### config.mk
export PLATFORM = sky130hd
export DESIGN_NAME = hcbp_queue
export DESIGN_NICKNAME = d
export VERILOG_FILES = /design/src/rtl/hcbp_pkg.sv /design/src/rtl/hcbp_queue.sv
export SDC_FILE = /design/constraint.sdc
export NUM_CORES = 1
export LEC_CHECK = 0
export BUFFER_PORTS_ARGS = -buffer_cell sky130_fd_sc_hd__buf_2
export CELL_PAD_IN_SITES_DETAIL_PLACEMENT = 2
export CELL_PAD_IN_SITES_GLOBAL_PLACEMENT = 2
export CORE_ASPECT_RATIO = 0.7
export CORE_UTILIZATION = 39
export DETAILED_ROUTE_END_ITERATION = 16
export GPL_TIMING_DRIVEN = 0
export PLACE_DENSITY = 0.86
export SYNTH_ARGS = -nofsm -noshare
export SYNTH_HDL_FRONTEND = slang
export SYNTH_SLANG_ARGS = --single-unit
export TNS_END_PERCENT = 20
### constraint.sdc
create_clock -name i_clk -period 4.38 [get_ports i_clk]
set_input_delay 0.438 -clock i_clk [delete_from_list [all_inputs] [get_ports i_clk]]
set_output_delay 0.438 -clock i_clk [all_outputs]
set_load 0.1 [all_outputs]
### src/rtl/hcbp_pkg.sv
// Shared types and constants of the Huffman code bit packer.
// Used by hcbp_front, hcbp_queue, hcbp_back and the top level.
`timescale 1ns / 1ps

package hcbp_pkg;

    localparam int CODE_W = 16;
    localparam int LEN_W  = 5;
    localparam int BYTE_W = 8;
    localparam int PEND_W = 7;
    localparam int PCNT_W = 3;

    localparam logic [1:0] CMD_WRITE  = 2'd0;
    localparam logic [1:0] CMD_ENCODE = 2'd1;
    localparam logic [1:0] CMD_FLUSH  = 2'd2;

    localparam logic [1:0] JOB_ENC   = 2'd0;
    localparam logic [1:0] JOB_ERR   = 2'd1;
    localparam logic [1:0] JOB_FLUSH = 2'd2;

    localparam int QUEUE_DEPTH = 2;
    localparam int Q_PTR_W     = (QUEUE_DEPTH > 1) ? $clog2(QUEUE_DEPTH) : 1;
    localparam int Q_CNT_W     = $clog2(QUEUE_DEPTH + 1);

    typedef struct packed {
        logic [1:0]        kind;
        logic [CODE_W-1:0] code;
        logic [LEN_W-1:0]  len;
    } t_job;

endpackage

### src/rtl/hcbp_queue.sv
// Short job queue between the front and back ends.
// Depends on hcbp_pkg.
`timescale 1ns / 1ps

module hcbp_queue (
    input  logic           i_clk,
    input  logic           i_rst_n,
    input  logic           i_push,
    input  hcbp_pkg::t_job i_job,
    output logic           o_full,
    output logic           o_valid,
    output hcbp_pkg::t_job o_job,
    input  logic           i_pop
);

    localparam logic [hcbp_pkg::Q_PTR_W-1:0] LAST_PTR =
        hcbp_pkg::Q_PTR_W'(hcbp_pkg::QUEUE_DEPTH - 1);
    localparam logic [hcbp_pkg::Q_CNT_W-1:0] FULL_CNT =
        hcbp_pkg::Q_CNT_W'(hcbp_pkg::QUEUE_DEPTH);

    hcbp_pkg::t_job                r_slot [hcbp_pkg::QUEUE_DEPTH];
    logic [hcbp_pkg::Q_PTR_W-1:0]  r_wr_ptr;
    logic [hcbp_pkg::Q_PTR_W-1:0]  r_rd_ptr;
    logic [hcbp_pkg::Q_CNT_W-1:0]  r_count;
    logic                          push_ok;
    logic                          pop_ok;

    assign o_full  = (r_count == FULL_CNT);
    assign o_valid = (r_count != '0);
    assign o_job   = r_slot[r_rd_ptr];
    assign push_ok = i_push && !o_full;
    assign pop_ok  = i_pop && o_valid;

    always_ff @(posedge i_clk) begin
        if (push_ok) begin
            r_slot[r_wr_ptr] <= i_job;
        end
    end

    always_ff @(posedge i_clk) begin
        if (!i_rst_n) begin
            r_wr_ptr <= '0;
            r_rd_ptr <= '0;
            r_count  <= '0;
        end else begin
            if (push_ok) begin
                r_wr_ptr <= (r_wr_ptr == LAST_PTR) ? '0 : r_wr_ptr + 1'b1;
            end
            if (pop_ok) begin
                r_rd_ptr <= (r_rd_ptr == LAST_PTR) ? '0 : r_rd_ptr + 1'b1;
            end
            case ({push_ok, pop_ok})
                2'b10:   r_count <= r_count + 1'b1;
                2'b01:   r_count <= r_count - 1'b1;
                default: r_count <= r_count;
            endcase
        end
    end

endmodule

---- After elaboration in Yosys (flattened, before gate mapping) ----
Memory sizes are Yosys's and may differ from the RTL's. A register that Yosys moved wholly into a read port is not among the register bits.
Index checks and enable logic that the tools add are counted.
operators by class
  add/subtract/negate cells ............... 4
  multipliers ............................. 0
  divide/modulo/power cells ............... 0
  $lt $le $gt $ge ......................... 0
  eq/ne operators ......................... 3
  shifts and indexed selects .............. 0
  muxes and demuxes ....................... 7
  bitwise gates (word level) .............. 0
  reductions and logical operators ........ 5
operators by type and width
  kind                 number
  $mux 1               6
  $eq 2x2->1 const B   2
  $pmux 2 s2           1
  $reduce_bool 2->1    2
  $add 1x1->1 const B  2
  $add 2x1->2 const B  1
  $eq 2x1->1 const B   1
  $logic_and 1x1->1    2
  $sub 2x1->2 const B  1
  $logic_not 1->1      1
word-level totals
  register bits after elaboration ......... 4
  bits in latches ......................... 0
  bits in writable memories ............... 46
  memory bits (read-only) ................. 0
  logic and storage cells ................. 23
  memories ................................ 1
memory list
  name    words  bits a word  read ports  clocked after memory_dff  wr ports  RTL line          RTL
  r_slot  2      23           1           1                         1         hcbp_queue.sv:21  hcbp_pkg::t_job r_slot [hcbp_pkg::QUEUE_DEPTH];

---- Depth between registers and ports, before layout ----
  depth after elaboration ................. 5
  mapped depth ............................ 6
  depth with buffers taken out ............ 6

---- Least setup slack after synthesis ----
No wires, ideal clock.
  path kind ............................... register to register
  from .................................... reg r_count[0] (netlist bit)
  to ...................................... mem r_slot[0][0] (netlist bit) (enable)
  data arrival time ....................... 1589 ps
  required time ........................... 4002 ps
  setup slack ............................. 2413 ps
  stages on the path, launching flop included .. 5
  period minus slack after synthesis ...... 1967 ps
  cells stage by stage .................... dfxtp_1 nand2b_2 inv_2 or3_1 inv_1
between the ends
  longest elaborated chain between the ends .. 5
RTL lines
  item                          RTL line          RTL
  start: declaration            hcbp_queue.sv:24  logic [hcbp_pkg::Q_CNT_W-1:0] r_count;
  start signal: assignment      hcbp_queue.sv:53  2'b10: r_count <= r_count + 1'b1;
  start signal: assignment      hcbp_queue.sv:54  2'b01: r_count <= r_count - 1'b1;
  start signal: assignment      hcbp_queue.sv:55  default: r_count <= r_count;
  $eq 2x2->1                    hcbp_queue.sv:28  assign o_full = (r_count == FULL_CNT);
  named net o_full              hcbp_queue.sv:10  output logic o_full,
  $logic_not 1->1               hcbp_queue.sv:31  assign push_ok = i_push && !o_full;
  $logic_and 1x1->1             hcbp_queue.sv:31
  $mux 1                        hcbp_queue.sv:35  if (push_ok) begin
  $mux 1 (not written as such)  hcbp_queue.sv:36  r_slot[r_wr_ptr] <= i_job;
  end: declaration              hcbp_queue.sv:21
The timed path passes the listed nets, and every way through them passes these cells.

==> results.py <==
metrics = {
    "hold_path": {
        "hold_class": "in2reg",
        "worstHoldStart": "i_job[22]",
        "min_delay_path_depth": 1,
        "hold_end": "r_slot[0][22]",
    },
    "clock_tree": {
        "clock_path_buffers": 2,
        "htree_levels": 2,
        "clk_latency_ps": 290,
        "post_cts_buffers": 0,
        "cts_made_buffers": 5,
        "post_cts_resize_count": 0,
        "clock_sinks": 51,
        "cts_root_buffer": "clkbuf_8",
        "cts_tree": "done",
        "clk_pin_slew_ps": 90,
        "hold_buffers": 0,
    },
    "run": {
        "maxCapViolCount": 0,
    },
    "sta": {
        "fin_crit_ps": 2160,
        "rsz0062_at_grt": "false",
        "hold_viol_final": 0,
        "fmax_mhz": 464,
        "setup-violations-final": 0,
        "drv_slew": 0,
        "slew_headroom_pct": 27.0,
        "fin_skew_ps": 3.86,
        "setup_tns_ps": 0,
        "fin_crit_sh_pct": 49.3,
        "worst_slew_pin_slew_ps": 1100,
    },
    "floorplan": {
        "dieArea_sq_um": 5130,
        "die_h_um": 60.2,
        "rows": 20,
        "core_area_sq_um": 4500,
        "die_x_um": 85.2,
        "start_util_pct": 41.9,
        "io_pins": 52,
    },
    "critical_path": {
        "required_ps": 3940,
        "cp.arrival_ps": 1720,
        "cp-start-kind": "register",
        "rrSetupSlack_ps": 2270,
        "crit_type": "reg2out",
        "end_kind": "primary output",
        "r2r-end": "r_slot[0][20]",
        "worstPathMaxFanout": 10,
        "regToRegStartpoint": "r_count[0]",
        "worst-r2r-cell-count": 4,
    },
    "global_routing": {
        "grt_usage_pct": 15.4,
        "overflow": 0,
        "antenna_found_initial": 0,
        "grt_first_pass_wirelength_um": 5580,
        "grt_pass1_vias": 1169,
        "grt_max_degree": 24,
    },
    "synthesis": {
        "yosys.area.top_type_share_pct": 73.1,
        "synthTopCellsByCount": "edfxtp_1, mux2_2, dfxtp_1",
        "async_reset_ff_share_pct": 0,
        "synth_top_family_by_area": "multiplexers",
        "synth.area.top_cells": "edfxtp_1, mux2_2, dfxtp_1, xnor2_1, a21boi_1",
        "seq_area_frac_synth_pct": 78.4,
        "yosys-mux-area-fraction_pct": 13.7,
        "synthAdderAreaFrac_pct": 0.662,
        "yosysMostFrequentCell": "edfxtp_1",
        "synth_seq_cells": 51,
        "yosys.area_share.simple_pct": 2.98,
        "synth_cell_types": 18,
        "synth_compound_area_share_pct": 1.72,
        "syn_area_sq_um": 1890,
        "syn_inst": 97,
        "synth_edf_count": 46,
        "yosys.area.top_type": "edfxtp_1",
        "synth_nets": 125,
        "synth.avg_cell_area_sq_um": 19.5,
        "yosysWarnings": 0,
        "synth_ff_type": "edfxtp_1",
        "synth-xor-area-share_pct": 1.39,
    },
    "drt": {
        "first_pass_iters": 4,
        "ant_nets": 0,
        "vias": 1034,
        "finalWirelength_um": 3650,
        "wl_per_cell_um": 17.3,
        "drcViolationCount": 0,
        "first_iter_violations": 48,
        "drt-vias-per-instance": 4.90,
    },
    "placement": {
        "gp_congestion": 0.648,
        "dp_hpwl_um": 2710,
        "io_buffers": 51,
    },
    "status": {
        "status": "finished, final reports clean",
    },
    "final_layout": {
        "drive_gt1_share_pct": 55.8,
        "fill_cells": 435,
        "antenna_cells": 0,
        "final_nets": 183,
        "area_growth_pct": 22.6,
    },
}
## final cells by class
cell class / instances / area [sq um] / share of cell area [%]
Tap cell: 55 / 68.8 / 2.97
Multi-Input combinational cell: 41 / 387 / 16.7
Clock buffer: 7 / 96.3 / 4.16
Inverter: 3 / 11.3 / 0.486
Sequential cell: 51 / 1480 / 63.9
Clock inverter: 1 / 7.51 / 0.324
Buffer: 2 / 10.0 / 0.432
Timing Repair Buffer: 51 / 255 / 11.0
## worst max path at each step
stage                                to  slack [ps]
final                         o_job[12]        2220
after global placement     r_slot[0][2]        2360
after floorplan            r_slot[0][0]        2410
after CTS                     o_job[12]        2160
after global routing          o_job[12]        2100
after detailed placement  r_slot[0][16]        2260
## sequential cells by signal, summed over array words and instances, names as in the netlist, named ones only
signal,count
r_count,2
r_wr_ptr,1
r_slot,46
r_rd_ptr,1
## cell families after synthesis
logic type,Yosys count
AOI/OAI and AO/OA,5
DFF,51
and+or+nand+nor,9
adders and majority gates,1
buffers and inverters,5
xor gates and xnor gates,3
muxes,23
## per-stage QoR
step / instance area (sq um) / hold WS, ps / std cells / worst slack, ps / utilization, %
6_report: 2320 / 326 / 211 / 2220 / 51.4
5_1_grt: 2320 / 306 / 211 / 2100 / 51.4
4_1_cts: 2320 / 317 / 211 / 2160 / 51.4
3_5_place_dp: 2210 / 487 / 203 / 2260 / 49.1
3_3_place_gp: 2210 / 465 / 203 / 2360 / 49.1
2_1_floorplan: 1890 / 457 / 97 / 2410 / -
## critical path: stages, from the launching register on
cell     delay, ps
dfxtp_1        450
buf_2          300
mux2_2         380
buf_2          300
## metal layers
metal	part of all wire (%)	routed length, um	global-route usage [%]	up-vias
met3	6.5	237	5.66	3
li1	-	-	-	481
met2	53	1930	29.6	38
met4	0.57	21	3.63	0
met1	40	1460	16.3	512
met5	0	0	0	-
## cells in the final DEF, fill, tap and decap left out
cell        netlist  final
xnor2_1           3      3
buf_2             2     53
or2_2             1      1
ha_1              1      1
inv_2             1      1
and2_1            1      1
edfxtp_1         46     46
or3_1             2      2
nand2_1           1      1
clkinvlp_4        0      1
nand2b_2          1      1
clkbuf_8          0      7
o21ai_0           2      2
dfxtp_1           5      5
and3_1            1      1
inv_1             2      2
a21boi_1          2      2
nor2b_1           2      2
mux2_2           23     23
o21a_1            1      1
Power is not shown: default switching activity piles up to over one toggle a cycle in this logic, so the estimate is an artifact.
