$ cat src/rtl/hcbp_pkg.sv
// Shared types and constants of the Huffman code bit packer.
// Used by hcbp_front, hcbp_queue, hcbp_back and the top level.
`timescale 1ns / 1ps

package hcbp_pkg;

    localparam int CODE_W = 16;
    localparam int LEN_W  = 5;
    localparam int BYTE_W = 8;
    localparam int PEND_W = 7;
    localparam int PCNT_W = 3;

    localparam logic [1:0] CMD_WRITE  = 2'd0;
    localparam logic [1:0] CMD_ENCODE = 2'd1;
    localparam logic [1:0] CMD_FLUSH  = 2'd2;

    localparam logic [1:0] JOB_ENC   = 2'd0;
    localparam logic [1:0] JOB_ERR   = 2'd1;
    localparam logic [1:0] JOB_FLUSH = 2'd2;

    localparam int QUEUE_DEPTH = 2;
    localparam int Q_PTR_W     = (QUEUE_DEPTH > 1) ? $clog2(QUEUE_DEPTH) : 1;
    localparam int Q_CNT_W     = $clog2(QUEUE_DEPTH + 1);

    typedef struct packed {
        logic [1:0]        kind;
        logic [CODE_W-1:0] code;
        logic [LEN_W-1:0]  len;
    } t_job;

endpackage

$ cat src/rtl/hcbp_back.sv
// Back end: bit accumulator, byte packing and the output register.
// Depends on hcbp_pkg.
`timescale 1ns / 1ps

module hcbp_back (
    input  logic                        i_clk,
    input  logic                        i_rst_n,
    input  logic                        i_q_valid,
    input  hcbp_pkg::t_job              i_job,
    output logic                        o_pop,
    output logic                        o_valid,
    input  logic                        i_stall,
    output logic [hcbp_pkg::BYTE_W-1:0] o_packed_byte,
    output logic                        o_last_in_run,
    output logic                        o_status
);

    localparam int ACC_W = hcbp_pkg::PEND_W + hcbp_pkg::CODE_W;

    logic [hcbp_pkg::PEND_W-1:0] r_pend_bits;
    logic [hcbp_pkg::PCNT_W-1:0] r_pend_cnt;
    logic                        r_o_valid;
    logic [hcbp_pkg::BYTE_W-1:0] r_o_byte;
    logic                        r_o_last;
    logic                        r_o_status;
    logic                        r_hold_valid;
    logic [hcbp_pkg::BYTE_W-1:0] r_hold_byte;

    logic                        out_move;
    logic [ACC_W-1:0]            acc;
    logic [hcbp_pkg::LEN_W-1:0]  total;
    logic [hcbp_pkg::LEN_W-1:0]  sh_hi;
    logic [hcbp_pkg::LEN_W-1:0]  sh_lo;
    logic [ACC_W-1:0]            acc_hi;
    logic [ACC_W-1:0]            acc_lo;
    logic [hcbp_pkg::PCNT_W-1:0] cnt_next;
    logic [hcbp_pkg::BYTE_W-1:0] keep_mask;
    logic [hcbp_pkg::BYTE_W-1:0] flush_byte;
    logic [3:0]                  flush_sh;
    logic                        has_one;
    logic                        has_two;

    assign out_move = !r_o_valid || !i_stall;
    assign o_pop    = i_q_valid && !r_hold_valid && out_move;

    assign acc       = (ACC_W'(r_pend_bits) << i_job.len) | ACC_W'(i_job.code);
    assign total     = hcbp_pkg::LEN_W'(r_pend_cnt) + i_job.len;
    assign sh_hi     = total - hcbp_pkg::LEN_W'(8);
    assign sh_lo     = total - hcbp_pkg::LEN_W'(16);
    assign acc_hi    = acc >> sh_hi;
    assign acc_lo    = acc >> sh_lo;
    assign has_one   = (total >= hcbp_pkg::LEN_W'(8));
    assign has_two   = (total >= hcbp_pkg::LEN_W'(16));
    assign cnt_next  = total[hcbp_pkg::PCNT_W-1:0];
    assign keep_mask = (hcbp_pkg::BYTE_W'(1) << cnt_next) - hcbp_pkg::BYTE_W'(1);
    assign flush_sh  = 4'd8 - {1'b0, r_pend_cnt};
    assign flush_byte = {1'b0, r_pend_bits} << flush_sh;

    always_ff @(posedge i_clk) begin
        if (!i_rst_n) begin
            r_pend_bits  <= '0;
            r_pend_cnt   <= '0;
            r_o_valid    <= 1'b0;
            r_hold_valid <= 1'b0;
        end else if (out_move) begin
            if (r_hold_valid) begin
                r_o_valid    <= 1'b1;
                r_hold_valid <= 1'b0;
            end else if (o_pop) begin
                case (i_job.kind)
                    hcbp_pkg::JOB_ENC: begin
                        r_o_valid    <= has_one;
                        r_hold_valid <= has_two;
                        r_pend_cnt   <= cnt_next;
                        r_pend_bits  <= acc[hcbp_pkg::PEND_W-1:0] &
                                        keep_mask[hcbp_pkg::PEND_W-1:0];
                    end
                    hcbp_pkg::JOB_ERR: begin
                        r_o_valid <= 1'b1;
                    end
                    hcbp_pkg::JOB_FLUSH: begin
                        r_o_valid   <= (r_pend_cnt != '0);
                        r_pend_bits <= '0;
                        r_pend_cnt  <= '0;
                    end
                    default: begin
                        r_o_valid <= 1'b0;
                    end
                endcase
            end else begin
                r_o_valid <= 1'b0;
            end
        end
    end

    always_ff @(posedge i_clk) begin
        if (out_move) begin
            if (r_hold_valid) begin
                r_o_byte   <= r_hold_byte;
                r_o_last   <= 1'b1;
                r_o_status <= 1'b0;
            end else if (o_pop) begin
                case (i_job.kind)
                    hcbp_pkg::JOB_ENC: begin
                        r_o_byte    <= acc_hi[hcbp_pkg::BYTE_W-1:0];
                        r_o_last    <= !has_two;
                        r_o_status  <= 1'b0;
                        r_hold_byte <= acc_lo[hcbp_pkg::BYTE_W-1:0];
                    end
                    hcbp_pkg::JOB_ERR: begin
                        r_o_byte   <= '0;
                        r_o_last   <= 1'b1;
                        r_o_status <= 1'b1;
                    end
                    default: begin
                        r_o_byte   <= flush_byte;
                        r_o_last   <= 1'b1;
                        r_o_status <= 1'b0;
                    end
                endcase
            end
        end
    end

    assign o_valid       = r_o_valid;
    assign o_packed_byte = r_o_byte;
    assign o_last_in_run = r_o_last;
    assign o_status      = r_o_status;

endmodule

$ cat config.mk
export PLATFORM = sky130hd
export DESIGN_NAME = hcbp_back
export DESIGN_NICKNAME = d
export VERILOG_FILES = /design/src/rtl/hcbp_pkg.sv /design/src/rtl/hcbp_back.sv
export SDC_FILE = /design/constraint.sdc
export NUM_CORES = 1
export LEC_CHECK = 0
export BUFFER_PORTS_ARGS = -buffer_cell sky130_fd_sc_hd__buf_2
export CELL_PAD_IN_SITES_DETAIL_PLACEMENT = 0
export CELL_PAD_IN_SITES_GLOBAL_PLACEMENT = 2
export CORE_ASPECT_RATIO = 2
export CORE_MARGIN = 4
export CORE_UTILIZATION = 37
export CTS_BUF_LIST = sky130_fd_sc_hd__clkbuf_2 sky130_fd_sc_hd__clkbuf_4 sky130_fd_sc_hd__clkbuf_8
export DETAILED_ROUTE_END_ITERATION = 8
export PLACE_DENSITY_LB_ADDON = 0.12
export SYNTH_ARGS = -nofsm -noshare
export SYNTH_HDL_FRONTEND = slang
export SYNTH_SLANG_ARGS = --single-unit
$ cat constraint.sdc
create_clock -name i_clk -period 4.6 [get_ports i_clk]
set_input_delay 0.46 -clock i_clk [delete_from_list [all_inputs] [get_ports i_clk]]
set_output_delay 0.46 -clock i_clk [all_outputs]
set_load 0.02 [all_outputs]
Yosys cells after proc, flatten, opt, wreduce, memory -nomap -nowiden
Index checks and enable logic that the tools add are counted.

Add/sub/neg operators: 5. $lt $le $gt $ge: 2. Equality and inequality tests: 2. Shift operators: 5. Multiplexer cells: 15. Bitwise operators: 3. Reduce and logical (&&, ||, !) cells: 14.

Operator list (count): $shr 23x5->8 (2); $or 23x16->23 (1); $shl 7x5->23 (1); $mux 8 (2); $pmux 8 s2 (1); $pmux 7 s2 (1); $mux 1 (9); $reduce_and 4->1 (2); $shl 7x4->8 (1); $and 7x7->7 (1); $shl 1x3->7 const A (1); $sub 7x2->7 const B (1); $pmux 3 s2 (1); $add 3x5->5 (1); $ge 5x4->1 const B (1); $ge 5x5->1 const B (1); $sub 5x4->5 const B (1); $sub 5x5->5 const B (1); $logic_not 1->1 (4); $reduce_bool 2->1 (2); $sub 4x3->4 const A (1); $pmux 1 s3 (1); $reduce_bool 3->1 (1); $eq 2x1->1 const B (1); other kinds (6) (7).

Register bits after elaboration: 30. Output and inout port bits: 12. Logic and storage cells: 54.

Longest topological paths before layout
Word-level depth: 6. Gate-level depth with buffers: 13. Mapped depth without buffers: 12.

Worst setup path after synthesis
No wires, ideal clock.

Kind: input -> register. Start: input i_job[0] in the netlist's numbering. End: register r_o_byte (netlist bit o_packed_byte[4]) (data pin). Arrival time: 3.093 ns. Required time: 4.327 ns. Slack: 1.234 ns. Cell stages on the path: 11. Buffers on the path: 1. Path through: ha_1 > fa_1 > a21o_1 > nand2_1 > xnor2_1 > clkinv_1 > ha_1 > clkbuf_1 > nor2_1 > a2111oi_0 > a311oi_1.

Cells in the longest elaborated chain, start to end: 6. Elaborated cells between the ends (all ways): 8. Classes of those cells: add/sub (2); shift (2); mux (3); bitwise (1).

RTL lines: from (decl) (line hcbp_back.sv:9) `input hcbp_pkg::t_job i_job,`; $add 3x5->5 or $shl 7x5->23 (tied branches) (line hcbp_back.sv:47, hcbp_back.sv:46); $sub 5x4->5 or $or 23x16->23 (tied branches) (line hcbp_back.sv:48, hcbp_back.sv:46); $shr 23x5->8 * (line hcbp_back.sv:50) `assign acc_hi = acc >> sh_hi;`; $pmux 8 s2 * (line hcbp_back.sv:103) `case (i_job.kind)`; $mux 8 * (line hcbp_back.sv:102) `end else if (o_pop) begin`; $mux 8 * (line hcbp_back.sv:98) `if (r_hold_valid) begin`; to (signal assigned) (line hcbp_back.sv:99) `r_o_byte <= r_hold_byte;`; to (signal assigned) (line hcbp_back.sv:105) `r_o_byte <= acc_hi[hcbp_pkg::BYTE_W-1:0];`; to (signal assigned) (line hcbp_back.sv:116) `r_o_byte <= flush_byte;`; to (decl) (line hcbp_back.sv:23) `logic [hcbp_pkg::BYTE_W-1:0] r_o_byte;`.

Mark *: on every way between the ends. The rest lies on a longest branch, timed or not. The select of a mux whose other input is x is not followed. A chain may end at the register's enable or synchronous reset.

Worst setup path in the final report
Start: register r_pend_cnt[0] in the netlist's numbering. End: register r_o_byte (netlist bit o_packed_byte[4]) (data pin).

Cells in the longest elaborated chain, start to end: 6. Elaborated cells between the ends (all ways): 8. Classes of those cells: add/sub (3); shift (2); mux (3).

RTL lines: from (decl) (line hcbp_back.sv:21) `logic [hcbp_pkg::PCNT_W-1:0] r_pend_cnt;`; from (signal assigned) (line hcbp_back.sv:74) `r_pend_cnt <= cnt_next;`; $add 3x5->5 (line hcbp_back.sv:47) `assign total = hcbp_pkg::LEN_W'(r_pend_cnt) + i_job.len;`; $sub 5x4->5 (line hcbp_back.sv:48) `assign sh_hi = total - hcbp_pkg::LEN_W'(8);`; $shr 23x5->8 (line hcbp_back.sv:50); $pmux 8 s2 * (line hcbp_back.sv:103); $mux 8 * (line hcbp_back.sv:102); $mux 8 * (line hcbp_back.sv:98).

Marked as above.

==> metrics.txt <==
ANT nets after route=0; Max Fclk=253.0 MHz; reg2reg start=r_pend_cnt[0]$_SDFFE_PN0P_; initial antenna violation count=0; HPWL after DPL=12430 um; Pwr Density=229.7 mW/mm^2; Ys Warns=0; Syn Inst Count=489; predominant post-synthesis flop cell=edfxtp_1; most frequent cells in the layout=38 x buf_2, 37 x nor2_1, 36 x a21oi_1, 31 x nand2_1, 30 x nand3_1; Psw=383.4 uW; CTS tree=built; TNS Setup=0 ns; post-place setup slack=0.2466 ns; final estimated routing congestion in global placement=0.9917; initial DRC count=between 300 and 400; Routed WL=15620 um; Die Ht=between 150 and 200 um; sequential fraction of the synthesis area=0.1982; critical path type=register to register; I/O pins=39; Mean Syn Cell Area=a little over 8 um^2; Flop pwr share=0.313; Final Cycle Share=0.8591; Hold Crit Class=input port to register; Post-synth ARST share=0; GRT overflow=0; clock root buffer=clkbuf_8; CORE AREA=0.01048 mm^2; most common cell after layout, fill and taps aside=buf_2; Post-CTS Setup Inserts=0; fin worst setup slack=0.6482 ns; area share of fa/ha/maj cells after synthesis=0.03050; GRT Util Overall=0.2582; syn nets=525; hold buffers post-CTS=0; Hold WS=0.4635 ns; post-route minimum period=3.952 ns; nature of the critical path startpoint=register; crit-path max FO=14; Setup crit start=r_pend_cnt[0]$_SDFFE_PN0P_; post-synthesis mux area share=0.1452; final hold violation count=0; Lkg Pwr=0.001598 uW; WP data required=~4.6 ns; H-Tree Depth=2; area grow syn2layout=10.23%; Initial Utilization=0.3759; worst slew pin tran=0.9959 ns; Critical Path AT=just under 4 ns; pin count of the biggest net entering global routing=35; fraction of the mapped netlist area in simple logic gates=0.2373; Rows=53; routed via count=4184; drt drc=0; worst relative slew slack=0.3360; Die Wd=80.96 um; Int Pwr=roughly 610 uW; number of diodes=0; final net count=about 540; port bufs=38; switching part of the total power=0.3844; Mapped Area=a little under 0.004 mm^2; Max Buffers Root-to-Sink=2; Synth Area in XOR/XNOR=0.01334; first-pass GRT wire length=24020 um; Critical Path Sink Type=register; Total Power=997.2 uW; share of cells above drive strength 1=0.2036; Finish-stage setup viols=0; Combinational Power Share=0.418; Die ar.=roughly 0.012 mm^2; Clock Power Share=0.269; fin. max-slew vios=0; peak supply drop=~95 uV; Max-Cap Viols=0; number of synthesized flops with an enable pin=18; hold_sp=i_q_valid; Setup Skew=~0.0048 ns; drt wl/cell=24.29 um; worst skew pair latency=around 0.29 ns; compound-gate portion of the synthesized area=0.3173; RSZ-0062 raised after global routing=false; Num CTS Buffers=5; status=complete, no violations; first-pass iteration count of the detailed router=5; register bit total from synthesis=30; Clock transition at path regs=0.07 ns; vias in the first global route=4170; vias per cell=between 6 and 7; post-synthesis cell type count=76; clock net sink count=30; largest family of logic cells by synthesized area=compound AO/OA/AOI/OAI gates
final cells by class:
cell class | count | area, um^2
clock buffers | 5 | 68.82
clock inverters | 3 | 40.04
fillers | 1157 | 6136
inverters | 17 | 63.81
multi-input cells | 403 | 2952
flip-flops and latches | 30 | 780.7
well taps | 137 | 171.4
repair buffers | 48 | 265.3
state kept, by name, indices dropped and copies added (netlist names):
register / count
o_last_in_run: 1
o_packed_byte: 8
o_status: 1
o_valid: 1
r_hold_byte: 8
r_hold_valid: 1
r_pend_bits: 7
r_pend_cnt: 3
Yosys cell counts (all sizes together) (3+ instances only):
master / count / area [um^2]
a21oi: 37 / 188.9
nor2: 37 / 138.9
nand2: 31 / 116.4
nand3: 30 / 150.1
clkbuf: 26 / 97.59
nor2b: 22 / 137.6
a211oi: 19 / 152.6
edfxtp: 18 / 540.5
inv: 15 / 56.31
mux2: 15 / 183.9
mux2i: 14 / 140.1
buf: 13 / 67.57
dfxtp: 12 / 240.2
nor3: 12 / 65.06
o211ai: 12 / 90.09
o21ai: 12 / 60.05
mux4: 11 / 247.7
a22oi: 9 / 67.56
a31oi: 8 / 50.05
ha: 8 / 100.1
nor4: 8 / 50.05
a21o: 7 / 52.55
a221o: 6 / 62.56
nor3b: 6 / 60.06
o31ai: 6 / 45.04
a21boi: 5 / 41.29
a32oi: 5 / 43.79
and2: 5 / 31.28
and3: 5 / 31.28
nand2b: 5 / 31.28
o22ai: 5 / 31.28
a211o: 4 / 35.03
a311oi: 4 / 35.03
a32o: 4 / 40.04
nand4: 4 / 25.02
o32ai: 4 / 35.03
or2: 4 / 25.02
xnor2: 4 / 35.03
a221oi: 3 / 26.28
nor4bb: 3 / 30.03
o2111ai: 3 / 26.28
path summary, 6_finish.rpt:
path	to	slack, ns	cells past startpoint
min	o_valid$_SDFFE_PN0N_	0.46	3
max	o_packed_byte[4]$_DFFE_PP_	0.65	10
min reg2reg	r_pend_cnt[2]$_SDFFE_PN0P_	0.59	2
max reg2reg	o_packed_byte[4]$_DFFE_PP_	0.65	10
worst max-delay path, cell delays in order, from the launching register on:
cell and delay [ns]:
dfxtp_1 0.63, ha_1 0.28, fa_1 0.32, a21o_1 0.16, nand2_1 0.08, xnor2_2 0.41, clkinv_1 0.41, ha_1 0.61
nor2_1 0.20, a2111oi_0 0.49, a311oi_1 0.09
cells by family after synthesis:
family / count (synthesis)
AOI/OAI and AO/OA: 171
xor gates and xnor gates: 6
and+or+nand+nor: 177
DFF: 30
buffers and inverters: 56
muxes: 40
adders and majority gates: 9
power groups by stage:
| stage | logic (uW) | clock network (uW) | registers (uW) |
|---|---|---|---|
| floorplan | 280 | 0 | 325 |
| global placement | 412 | 0 | 319 |
| detailed placement | 410 | 0 | 319 |
| CTS | 412 | 273 | 313 |
| global route | 448 | 286 | 314 |
| finish | 417 | 268 | 313 |
layer usage:
| metal | global-route usage | up-vias | part of all wire |
|---|---|---|---|
| met5 | 0 | - | 0 |
| met4 | 0.1563 | 0 | 0.060 |
| met3 | 0.02286 | 50 | 0.036 |
| met2 | 0.4802 | 154 | 0.55 |
| met1 | 0.2662 | 2023 | 0.35 |
| li1 | - | 1957 | - |
timing repair:
item,4_1_cts,5_1_grt
endpoints found under the setup margin,0,2
resized for setup,0,1
hold endpoints to repair,0,0
metrics by stage:
step	utilization	cells	area, um^2
floorplan	-	489	3939
global placement	0.4033	635	4225
detailed placement	0.4033	635	4225
CTS	0.4137	643	4334
global route	0.4144	643	4342
finish	0.4144	643	4342
No activity file was read; power rests on OpenSTA's default activity.
